File: src/design/stfm_pkg.sv
`default_nettype none
package stfm_pkg;

    localparam int FRAC_BITS    = 16;
    localparam int CORDIC_ITERS = 24;

    // angle scaling to q2.30 and reduction widths
    localparam int SHIFT   = 30 - FRAC_BITS;
    localparam int ZW      = 34 + SHIFT;
    localparam int RED_TOP = SHIFT - 2;
    localparam int RKW     = $clog2(RED_TOP + 1);
    localparam int CW      = 34;

    localparam logic signed [31:0] FX_ONE = 32'(64'sd1 <<< FRAC_BITS);

    localparam logic signed [ZW-1:0] Q30_PI      = ZW'(64'sd3373259426);
    localparam logic signed [ZW-1:0] Q30_TWO_PI  = ZW'(64'sd6746518852);
    localparam logic signed [ZW-1:0] Q30_HALF_PI = ZW'(64'sd1686629713);
    localparam logic signed [CW-1:0] Q30_INV_GAIN = CW'(64'sd652032874);

    localparam logic [2:0] FUNC_ROT   = 3'd0;
    localparam logic [2:0] FUNC_CTR   = 3'd1;
    localparam logic [2:0] FUNC_SOR   = 3'd2;
    localparam logic [2:0] FUNC_SCALE = 3'd3;
    localparam logic [2:0] FUNC_TRN   = 3'd4;

    // one queued input transaction after classification
    typedef struct packed {
        logic               store;
        logic [2:0]         func;
        logic signed [31:0] x;
        logic signed [31:0] y;
        logic signed [31:0] z;
        logic signed [31:0] ang;
        logic               go;
    } stfm_item_t;

    function automatic logic signed [CW-1:0] atan_q30(input logic [4:0] i);
        logic signed [CW-1:0] v;
        case (i)
            5'd0:    v = CW'(64'sd843314856);
            5'd1:    v = CW'(64'sd497837829);
            5'd2:    v = CW'(64'sd263043836);
            5'd3:    v = CW'(64'sd133525158);
            5'd4:    v = CW'(64'sd67021686);
            5'd5:    v = CW'(64'sd33543515);
            5'd6:    v = CW'(64'sd16775850);
            5'd7:    v = CW'(64'sd8388437);
            5'd8:    v = CW'(64'sd4194282);
            5'd9:    v = CW'(64'sd2097149);
            5'd10:   v = CW'(64'sd1048575);
            5'd11:   v = CW'(64'sd524287);
            5'd12:   v = CW'(64'sd262143);
            5'd13:   v = CW'(64'sd131071);
            5'd14:   v = CW'(64'sd65535);
            5'd15:   v = CW'(64'sd32767);
            5'd16:   v = CW'(64'sd16383);
            5'd17:   v = CW'(64'sd8191);
            5'd18:   v = CW'(64'sd4095);
            5'd19:   v = CW'(64'sd2047);
            5'd20:   v = CW'(64'sd1023);
            5'd21:   v = CW'(64'sd511);
            5'd22:   v = CW'(64'sd255);
            5'd23:   v = CW'(64'sd127);
            5'd24:   v = CW'(64'sd63);
            5'd25:   v = CW'(64'sd31);
            5'd26:   v = CW'(64'sd15);
            5'd27:   v = CW'(64'sd7);
            5'd28:   v = CW'(64'sd3);
            5'd29:   v = CW'(64'sd1);
            default: v = '0;
        endcase
        return v;
    endfunction

    // product rounding half up and saturation to 32 bits
    function automatic logic signed [31:0] fx_rnd(input logic signed [63:0] p);
        logic signed [63:0] s;
        s = (p + (64'sd1 <<< (FRAC_BITS - 1))) >>> FRAC_BITS;
        if (s > 64'sd2147483647)
            return 32'sh7fffffff;
        else if (s < -64'sd2147483648)
            return 32'sh80000000;
        return s[31:0];
    endfunction

    function automatic logic signed [31:0] fx_sat33(input logic signed [32:0] s);
        if (s[32] != s[31])
            return s[32] ? 32'sh80000000 : 32'sh7fffffff;
        return s[31:0];
    endfunction

    function automatic logic signed [31:0] fx_add(input logic signed [31:0] a,
                                                  input logic signed [31:0] b);
        return fx_sat33({a[31], a} + {b[31], b});
    endfunction

    function automatic logic signed [31:0] fx_sub(input logic signed [31:0] a,
                                                  input logic signed [31:0] b);
        return fx_sat33({a[31], a} - {b[31], b});
    endfunction

    // row-major index of a 3x3 element
    function automatic logic [3:0] mat_idx(input logic [1:0] i, input logic [1:0] j);
        return ({2'b00, i} << 1) + {2'b00, i} + {2'b00, j};
    endfunction

endpackage
`default_nettype wire

File: src/design/stfm_front.sv
`default_nettype none
module stfm_front (
    input  wire logic                 clk,
    input  wire logic                 rst_n,
    input  wire logic                 push,
    output logic                      full,
    input  wire logic [2:0]           func,
    input  wire logic signed [31:0]   comp_x,
    input  wire logic signed [31:0]   comp_y,
    input  wire logic signed [31:0]   comp_z,
    input  wire logic signed [31:0]   angle,
    input  wire logic                 go,
    input  wire logic                 deq,
    output logic                      avail,
    output stfm_pkg::stfm_item_t      item
);
    import stfm_pkg::*;

    stfm_item_t slot_reg [2];
    logic       wr_ptr_reg, rd_ptr_reg;
    logic [1:0] cnt_reg;
    logic       enq;
    stfm_item_t cls;

    assign full  = (cnt_reg == 2'd2);
    assign avail = (cnt_reg != 2'd0);
    assign item  = slot_reg[rd_ptr_reg];
    assign enq   = push && !full;

    // classify the incoming transaction
    always_comb
    begin
        cls.store = (func <= FUNC_TRN);
        cls.func  = func;
        cls.x     = comp_x;
        cls.y     = comp_y;
        cls.z     = comp_z;
        cls.ang   = angle;
        cls.go    = go;
    end

    // queue storage
    always_ff @(posedge clk)
    begin
        if (enq)
            slot_reg[wr_ptr_reg] <= cls;
    end

    // queue pointers
    always_ff @(posedge clk or negedge rst_n)
    begin
        if (!rst_n)
        begin
            wr_ptr_reg <= 1'b0;
            rd_ptr_reg <= 1'b0;
            cnt_reg    <= 2'd0;
        end
        else
        begin
            if (enq)
                wr_ptr_reg <= ~wr_ptr_reg;
            if (deq)
                rd_ptr_reg <= ~rd_ptr_reg;
            cnt_reg <= cnt_reg + {1'b0, enq} - {1'b0, deq};
        end
    end

endmodule
`default_nettype wire

File: config.mk
export PLATFORM = sky130hd
export DESIGN_NAME = stfm_front
export DESIGN_NICKNAME = d
export VERILOG_FILES = /design/src/design/stfm_pkg.sv /design/src/design/stfm_front.sv
export SDC_FILE = /design/constraint.sdc
export NUM_CORES = 1
export LEC_CHECK = 0
export BUFFER_PORTS_ARGS = -buffer_cell sky130_fd_sc_hd__buf_2
export CORE_MARGIN = 2
export CORE_UTILIZATION = 54
export CTS_BUF_LIST = sky130_fd_sc_hd__clkbuf_8
export DETAILED_ROUTE_END_ITERATION = 16
export GPL_TIMING_DRIVEN = 0
export PLACE_DENSITY = 0.79
export SETUP_SLACK_MARGIN = 0.15
export SLEW_MARGIN = 5
export SYNTH_ARGS = -nofsm -noshare
export SYNTH_HDL_FRONTEND = slang
export SYNTH_SLANG_ARGS = --single-unit
File: constraint.sdc
create_clock -name clk -period 9.03 [get_ports clk]
set_clock_uncertainty 0.05 [all_clocks]
set_input_delay 0.4515 -clock clk [delete_from_list [all_inputs] [get_ports clk]]
set_output_delay 0.4515 -clock clk [all_outputs]
set_load 0.005 [all_outputs]
==> flow_metrics.py, run 1 <==
metrics = {
    "status": {
        "status": "finished, final reports clean",
    },
    "place": {
        "dp_hpwl_mm": 12.7,
        "place.gp.congestion": 0.707,
        "dp_slack_ps": 6870,
        "io_buffers": 270,
    },
    "die": {
        "io_pins": 271,
        "die_area_um2": 19700,
        "start_util_pct": 55.5,
        "die_x_um": 140,
        "row_count": 49,
        "die_height_um": 140,
        "core_um2": 18100,
    },
    "route": {
        "first_iter_violations": 232,
        "vias_per_cell": 5.08,
        "dr_total_vias": 5163,
        "drc": 0,
        "routedWlPerCell_um": 18.1,
        "routed_wl_mm": 18.3,
        "drt_first_pass_iters": 4,
        "ant_nets": 0,
    },
    "power_and_ir_drop": {
        "powerDensity_nw_per_um2": 310,
        "ir_drop_v": 0.000210,
        "p_leak_nw": 5.04,
    },
    "global_routing": {
        "antenna_found_initial": 0,
        "met3_usage_pct": 7.62,
        "grt.total_usage_pct": 18.1,
        "use_met1_pct": 20.6,
        "grt_overflow_total": 0,
        "met2_usage_pct": 31.0,
        "grt_max_degree": 61,
        "grt_pass1_vias": 5514,
        "grt_pass1_wl_mm": 27.8,
        "grt-busiest-layer": "met2",
    },
    "setup_path": {
        "critical_path_required_ps": 8530,
        "reg2regPathDepth": 6,
        "cp_data_arrival_time_ps": 1860,
        "crit_chain": "buf_6 -> buf_6 -> buf_6 -> mux2_4 -> buf_2",
        "cp_common_cell": "buf_6",
        "cp_num_buf_inv": 4,
        "critPathKind": "register to primary output",
        "path_max_fanout": 10,
        "crit_cells": 5,
        "cp-start-kind": "register",
        "slowest_delay_ps": 340,
        "setup.worst_path.end_class": "primary output",
        "cp_slowest_cell": "dfrtp_1",
        "cpLargestDelayFamily": "buffers and inverters",
    },
    "layout": {
        "areaGrowthSynthToFinish_pct": 26.0,
        "nNetsFinal": 893,
        "antennaDiodeCount": 0,
        "drive_gt1_share_pct": 61.0,
        "multi_input_area_um2": 1830,
        "final_core_util_pct": 69.9,
        "fillers": 1128,
        "largest_reg_flops": 266,
        "seq_area_um2": 8090,
    },
    "synthesis": {
        "synth_seq_area_share_pct": 80.6,
        "synthDistinctLibCells": 16,
        "synth_area_leaders": "edfxtp_1 (80%), mux2_4 (9.0%), mux2_2 (8.2%)",
        "synth_top_cell_by_area": "edfxtp_1",
        "yosysTopAreaCellShare_pct": 79.6,
        "syn_area_um2": 10000,
        "syn_inst": 432,
        "ys_ff_latch": 270,
        "syn-num-nets": 570,
        "postSynthAreaPerCell_um2": 23.2,
        "synth_warnings": 0,
    },
    "sta": {
        "drv_slew": 0,
        "period_share_pct": 26.1,
        "slew_headroom_pct": 66.0,
        "fmax_mhz": 424,
        "final-hold-violation-count": 0,
        "fin_crit_ps": 2360,
        "rsz0062_at_grt": "no",
        "max_slew.worst_pin.slew_ps": 508,
        "layout_setup_ws_ps": 6670,
        "setup_viol": 0,
    },
    "clock_tree": {
        "cts_tree": "yes",
        "post-cts-setup-buffers": 0,
        "cts.sinks": 270,
        "cts.clk_slew.worst_paths_ps": 60,
        "htree_levels": 2,
        "ctsResizeCount": 0,
        "clock-root-buffer": "clkbuf_8",
        "hold_buffers": 1,
        "clk_latency_ps": 530,
        "cts_made_buffers": 43,
        "clk_path_buf_depth": 3,
    },
    "hold_path": {
        "hp-class": "primary input to register",
        "min_path_cells": 1,
    },
    "run": {
        "drv_cap": 0,
    },
}
## kinds of logic (layout without fill, tap and decap cells)
| group | Yosys count | after routing | synth area share (%) |
|---|---|---|---|
| multiplexers | 133 | 133 | 17.2 |
| buffers and inverters | 17 | 372 | 1.32 |
| XOR/XNOR | 4 | 4 | 0.349 |
| AO/OA/AOI/OAI | 1 | 1 | 0.0498 |
| AND/OR/NAND/NOR | 5 | 5 | 0.262 |
| flip-flops | 270 | 270 | 80.6 |
| adder cells (fa/ha/maj) | 2 | 2 | 0.249 |
## path summary, 6_finish.rpt
check | from | to | slack, ps
setup reg to reg | cnt_reg[1]$_DFF_PN0_ | slot_reg[0][10]$_DFFE_PP_ | 6870
setup / recovery | rd_ptr_reg$_DFFE_PN0P_ | item[111] | 6670
min in group asynchronous | rst_n | cnt_reg[0]$_DFF_PN0_ | 210
hold / removal | comp_z[12] | slot_reg[0][45]$_DFFE_PP_ | 60
max in group asynchronous | rst_n | wr_ptr_reg$_DFFE_PN0P_ | 8600
hold reg to reg | cnt_reg[1]$_DFF_PN0_ | cnt_reg[1]$_DFF_PN0_ | 460
## report_power, final
group / internal, mW / total, mW / switching (mW)
combinational: 0.656 / 1.23 / 0.574
clock: 0.489 / 0.920 / 0.431
sequential: 1.71 / 1.77 / 0.0644
## layout make-up
class | count | area share (%)
Buffer | 15 | 0.989
Tap cell | 229 | 2.27
Clock buffer | 45 | 4.90
Timing Repair Buffer | 278 | 12.2
Sequential cell | 270 | 64.0
Clock inverter | 32 | 1.22
Inverter | 2 | 0.0594
Multi-Input combinational cell | 145 | 14.4
## Yosys cell counts, drive strengths merged
library cell and count:
buf 15, or2 1, inv 2, nand2 1
dfrtp 4, nor2 1, xnor2 3, edfxtp 266
ha 2, and3 1, nand2b 1, o21ai 1
xor2 1, mux2 133
## through the flow
stage	area [µm²]	setup TNS, ps	instances	power [mW]	hold WS [ps]
6_report	12600	0	1016	3.93	57.0
5_1_grt	12600	0	1016	4.12	32.9
4_1_cts	12600	0	1016	3.98	20.8
3_5_place_dp	11900	0	938	3.05	211
3_3_place_gp	11700	-23910	931	3.02	207
2_1_floorplan	10000	0	432	2.57	106
## placed cells by master (no fill, tap or decap), types with 2 or more instances in the layout
cell      count
inv_1        20
clkinv_2      6
ha_1          2
buf_6         8
dfrtp_1       4
clkinv_1      7
edfxtp_1    266
buf_16        5
buf_12        2
mux2_4       60
clkbuf_8     45
xnor2_1       3
buf_2       277
mux2_2       73
## metal layers
layer / routed length [µm] / part of all wire (%)
met5: 0 / 0
met1: 7000 / 38
met4: 339 / 1.8
met3: 1970 / 11
met2: 9040 / 49
Power figures use the tool's default switching activity.
==> run 2: changes to the inputs <==
--- a/config.mk
+++ b/config.mk
@@ -5,13 +5,14 @@
 export SDC_FILE = /design/constraint.sdc
 export NUM_CORES = 1
 export LEC_CHECK = 0
+export ABC_AREA = 1
 export BUFFER_PORTS_ARGS = -buffer_cell sky130_fd_sc_hd__buf_2
 export CORE_MARGIN = 2
-export CORE_UTILIZATION = 54
+export CORE_UTILIZATION = 49
 export CTS_BUF_LIST = sky130_fd_sc_hd__clkbuf_8
 export DETAILED_ROUTE_END_ITERATION = 16
 export GPL_TIMING_DRIVEN = 0
-export PLACE_DENSITY = 0.79
+export PLACE_DENSITY = 0.75
 export SETUP_SLACK_MARGIN = 0.15
 export SLEW_MARGIN = 5
 export SYNTH_ARGS = -nofsm -noshare
==> constraint.sdc (replaced) <==
create_clock -name clk -period 2 [get_ports clk]
set_clock_uncertainty 0.05 [all_clocks]
set_input_delay 0.1 -clock clk [delete_from_list [all_inputs] [get_ports clk]]
set_output_delay 0.1 -clock clk [all_outputs]
set_load 0.005 [all_outputs]
==> run 2 against run 1 <==
Combinational power grew to 5.9 times the previous value; clock-buffer cell count is 3 higher; first-iteration DRC count is 27% higher; hold slack improved by 180 ps; sequential power grew to 4.5 times the previous value; wire length rose by 32%; sequential share of layout area is 8.9 points lower; synthesized cell count increased by 68%; design area grew 16%; worst setup slack lost 6500 ps; critical path type unchanged; critical endpoint is now item[0].
==> flow_metrics.py, run 2 <==
metrics = {
    "synthesis": {
        "synth_area_leaders": "edfxtp_1 (76%), o21ai_2 (7.0%), nand2_1 (5.1%)",
        "yosysMostFrequentCell": "edfxtp_1",
        "yosys.area_share.adder_pct": 0.239,
        "synth_seq_area_share_pct": 77.2,
        "synth_common_cells": "edfxtp_1 (266), nand2_1 (143), inv_1 (141), o21ai_2 (84), o21ai_0 (29)",
        "synth_top_family_by_area": "compound AO/OA/AOI/OAI gates",
        "synth_warnings": 0,
        "ys_async_sr_fraction_pct": 1.48,
        "yosysTopAreaCellShare_pct": 76.3,
        "postSynthAreaPerCell_um2": 14.5,
        "synth-edff-count": 266,
        "synth_top_cell_by_area": "edfxtp_1",
        "synth-simple-area-share_pct": 5.26,
        "synthFlopType": "edfxtp_1",
        "syn_area_um2": 10500,
        "synthDistinctLibCells": 16,
        "synth_compound_area_share_pct": 9.41,
        "ys_ff_latch": 270,
        "syn-num-nets": 862,
        "synth-xor-area-share_pct": 0.0836,
        "muxShareOfSynthArea_pct": 0,
        "syn_inst": 724,
    },
    "clock_tree": {
        "cts_made_buffers": 43,
        "clk_path_buf_depth": 3,
        "cts.sinks": 270,
        "htree_levels": 2,
        "clock-root-buffer": "clkbuf_8",
        "cts.clk_slew.worst_paths_ps": 60,
        "cts_tree": "yes",
        "clk_latency_ps": 520,
    },
    "setup_path": {
        "setup.worst_path.end_class": "primary output",
        "critPathKind": "register to primary output",
        "cp_slowest_cell": "dfrtp_1",
        "critical_path_required_ps": 1850,
        "cp-start-kind": "register",
        "path_max_fanout": 10,
        "crit_chain": "buf_6 -> clkbuf_2 -> o21ai_0 -> buf_2",
        "slowest_delay_ps": 370,
        "cp_data_arrival_time_ps": 1650,
    },
    "global_routing": {
        "grt_max_degree": 37,
        "antenna_found_initial": 1,
        "grt_overflow_total": 0,
        "grt_pass1_wl_mm": 36.1,
        "grt.total_usage_pct": 20.9,
        "grt_pass1_vias": 7222,
    },
    "layout": {
        "nNetsFinal": 1327,
        "largest_reg_flops": 266,
        "drive_gt1_share_pct": 38.0,
        "final_common_cell": "buf_2",
        "final_core_util_pct": 69.9,
        "layout_common_cells": "buf_2 (270), edfxtp_1 (266), inv_1 (159), nand2_1 (140), dlygate4sd3_1 (136)",
        "final_cell_area_um2": 14700,
        "areaGrowthSynthToFinish_pct": 40.3,
    },
    "route": {
        "routedWlPerCell_um": 16.2,
        "drc": 0,
        "dr_total_vias": 7124,
        "first_iter_violations": 295,
        "drt_first_pass_iters": 4,
        "vias_per_cell": 4.77,
        "ant_nets": 0,
        "routed_wl_mm": 24.2,
    },
    "sta": {
        "final-hold-violation-count": 0,
        "drv_slew": 0,
        "layout_setup_ws_ps": 198,
        "rsz0062_at_grt": "yes",
        "slew_headroom_pct": 49.5,
        "fin_crit_ps": 1800,
        "fmax_mhz": 555,
        "period_share_pct": 90.1,
        "setup_viol": 0,
        "max_slew.worst_pin.slew_ps": 757,
    },
    "run": {
        "drv_cap": 0,
    },
    "hold_path": {
        "hp-class": "primary input to register",
    },
    "place": {
        "dp_slack_ps": -267,
        "io_buffers": 270,
        "place.gp.congestion": 0.756,
        "dp_hpwl_mm": 14.4,
        "dpl-instance-area_um2": 12400,
    },
    "die": {
        "die_x_um": 150,
        "die_height_um": 150,
        "core_um2": 21000,
        "die_area_um2": 22600,
        "row_count": 53,
        "start_util_pct": 49.8,
        "io_pins": 271,
    },
    "power_and_ir_drop": {
        "ir_drop_v": 0.00103,
        "powerDensity_nw_per_um2": 1320,
        "p_leak_nw": 6.34,
    },
    "status": {
        "status": "finished, final reports clean",
    },
}
run 2: final cells by class:
type	instances	area (µm²)
diodes	1	2.50
plain buffers	30	377
clock buffers	48	661
clock inverters	26	98.8
fillers	1389	6330
inverters	141	533
multi-input cells	284	1670
flip-flops and latches	270	8090
well taps	275	344
repair buffers	418	2920
repair inverters	1	5.00
run 2: stage by stage:
step / total power [mW] / setup TNS (ps) / cells / hold WS [ps]
2_1_floorplan: 11.8 / -263290 / 724 / -246
3_3_place_gp: 14.4 / -556340 / 1269 / -134
3_5_place_dp: 14.6 / -14110 / 1277 / -140
4_1_cts: 19.2 / 0 / 1493 / 201
5_1_grt: 20.5 / 0 / 1494 / 222
6_report: 19.4 / 0 / 1494 / 240
run 2: metal layers:
metal	global-route usage, %	part of all wire (%)	vias to the layer above
met5	0	0	-
met4	7.97	2.8	0
met3	6.70	8.7	57
met2	36.8	51	302
met1	23.8	37	3365
li1	-	-	3400
run 2: timing repair:
item / in CTS / in global routing
resized for setup: 13 / 35
buffers inserted: 4 / 0
hold endpoints to repair: 274 / 0
hold buffers: 136 / 0
gates cloned: 2 / 0
pin swaps: 1 / 0
endpoints found under the setup margin: 192 / 59
run 2: critical path, delay by kind of cell, from the launching register on:
family	cells	cell delay, ps
buf+inv	3	510
flops	1	370
compound gates	1	260
run 2: report_power, final:
group	total [mW]	switching [mW]	internal, mW
Combinational	7.22	4.12	3.10
Sequential	7.99	0.291	7.70
Clock	4.18	2.00	2.17
run 2: worst paths after layout:
| kind | from | end | slack, ps | cells past startpoint |
|---|---|---|---|---|
| setup reg to reg | wr_ptr_reg$_DFFE_PN0P_ | slot_reg[0][73]$_DFFE_PP_ | 210 | 5 |
| min in group asynchronous | rst_n | wr_ptr_reg$_DFFE_PN0P_ | 450 | 3 |
| setup / recovery | rd_ptr_reg$_DFFE_PN0P_ | item[0] | 200 | 4 |
| hold / removal | angle[1] | slot_reg[0][2]$_DFFE_PP_ | 240 | 2 |
| max in group asynchronous | rst_n | cnt_reg[0]$_DFF_PN0_ | 1280 | 3 |
| hold reg to reg | wr_ptr_reg$_DFFE_PN0P_ | wr_ptr_reg$_DFFE_PN0P_ | 430 | 2 |
run 2: logic make-up after synthesis:
kind of cell / count (synthesis)
adder cells (fa/ha/maj): 2
buffers and inverters: 171
XOR/XNOR: 1
flip-flops: 270
AO/OA/AOI/OAI: 134
AND/OR/NAND/NOR: 146
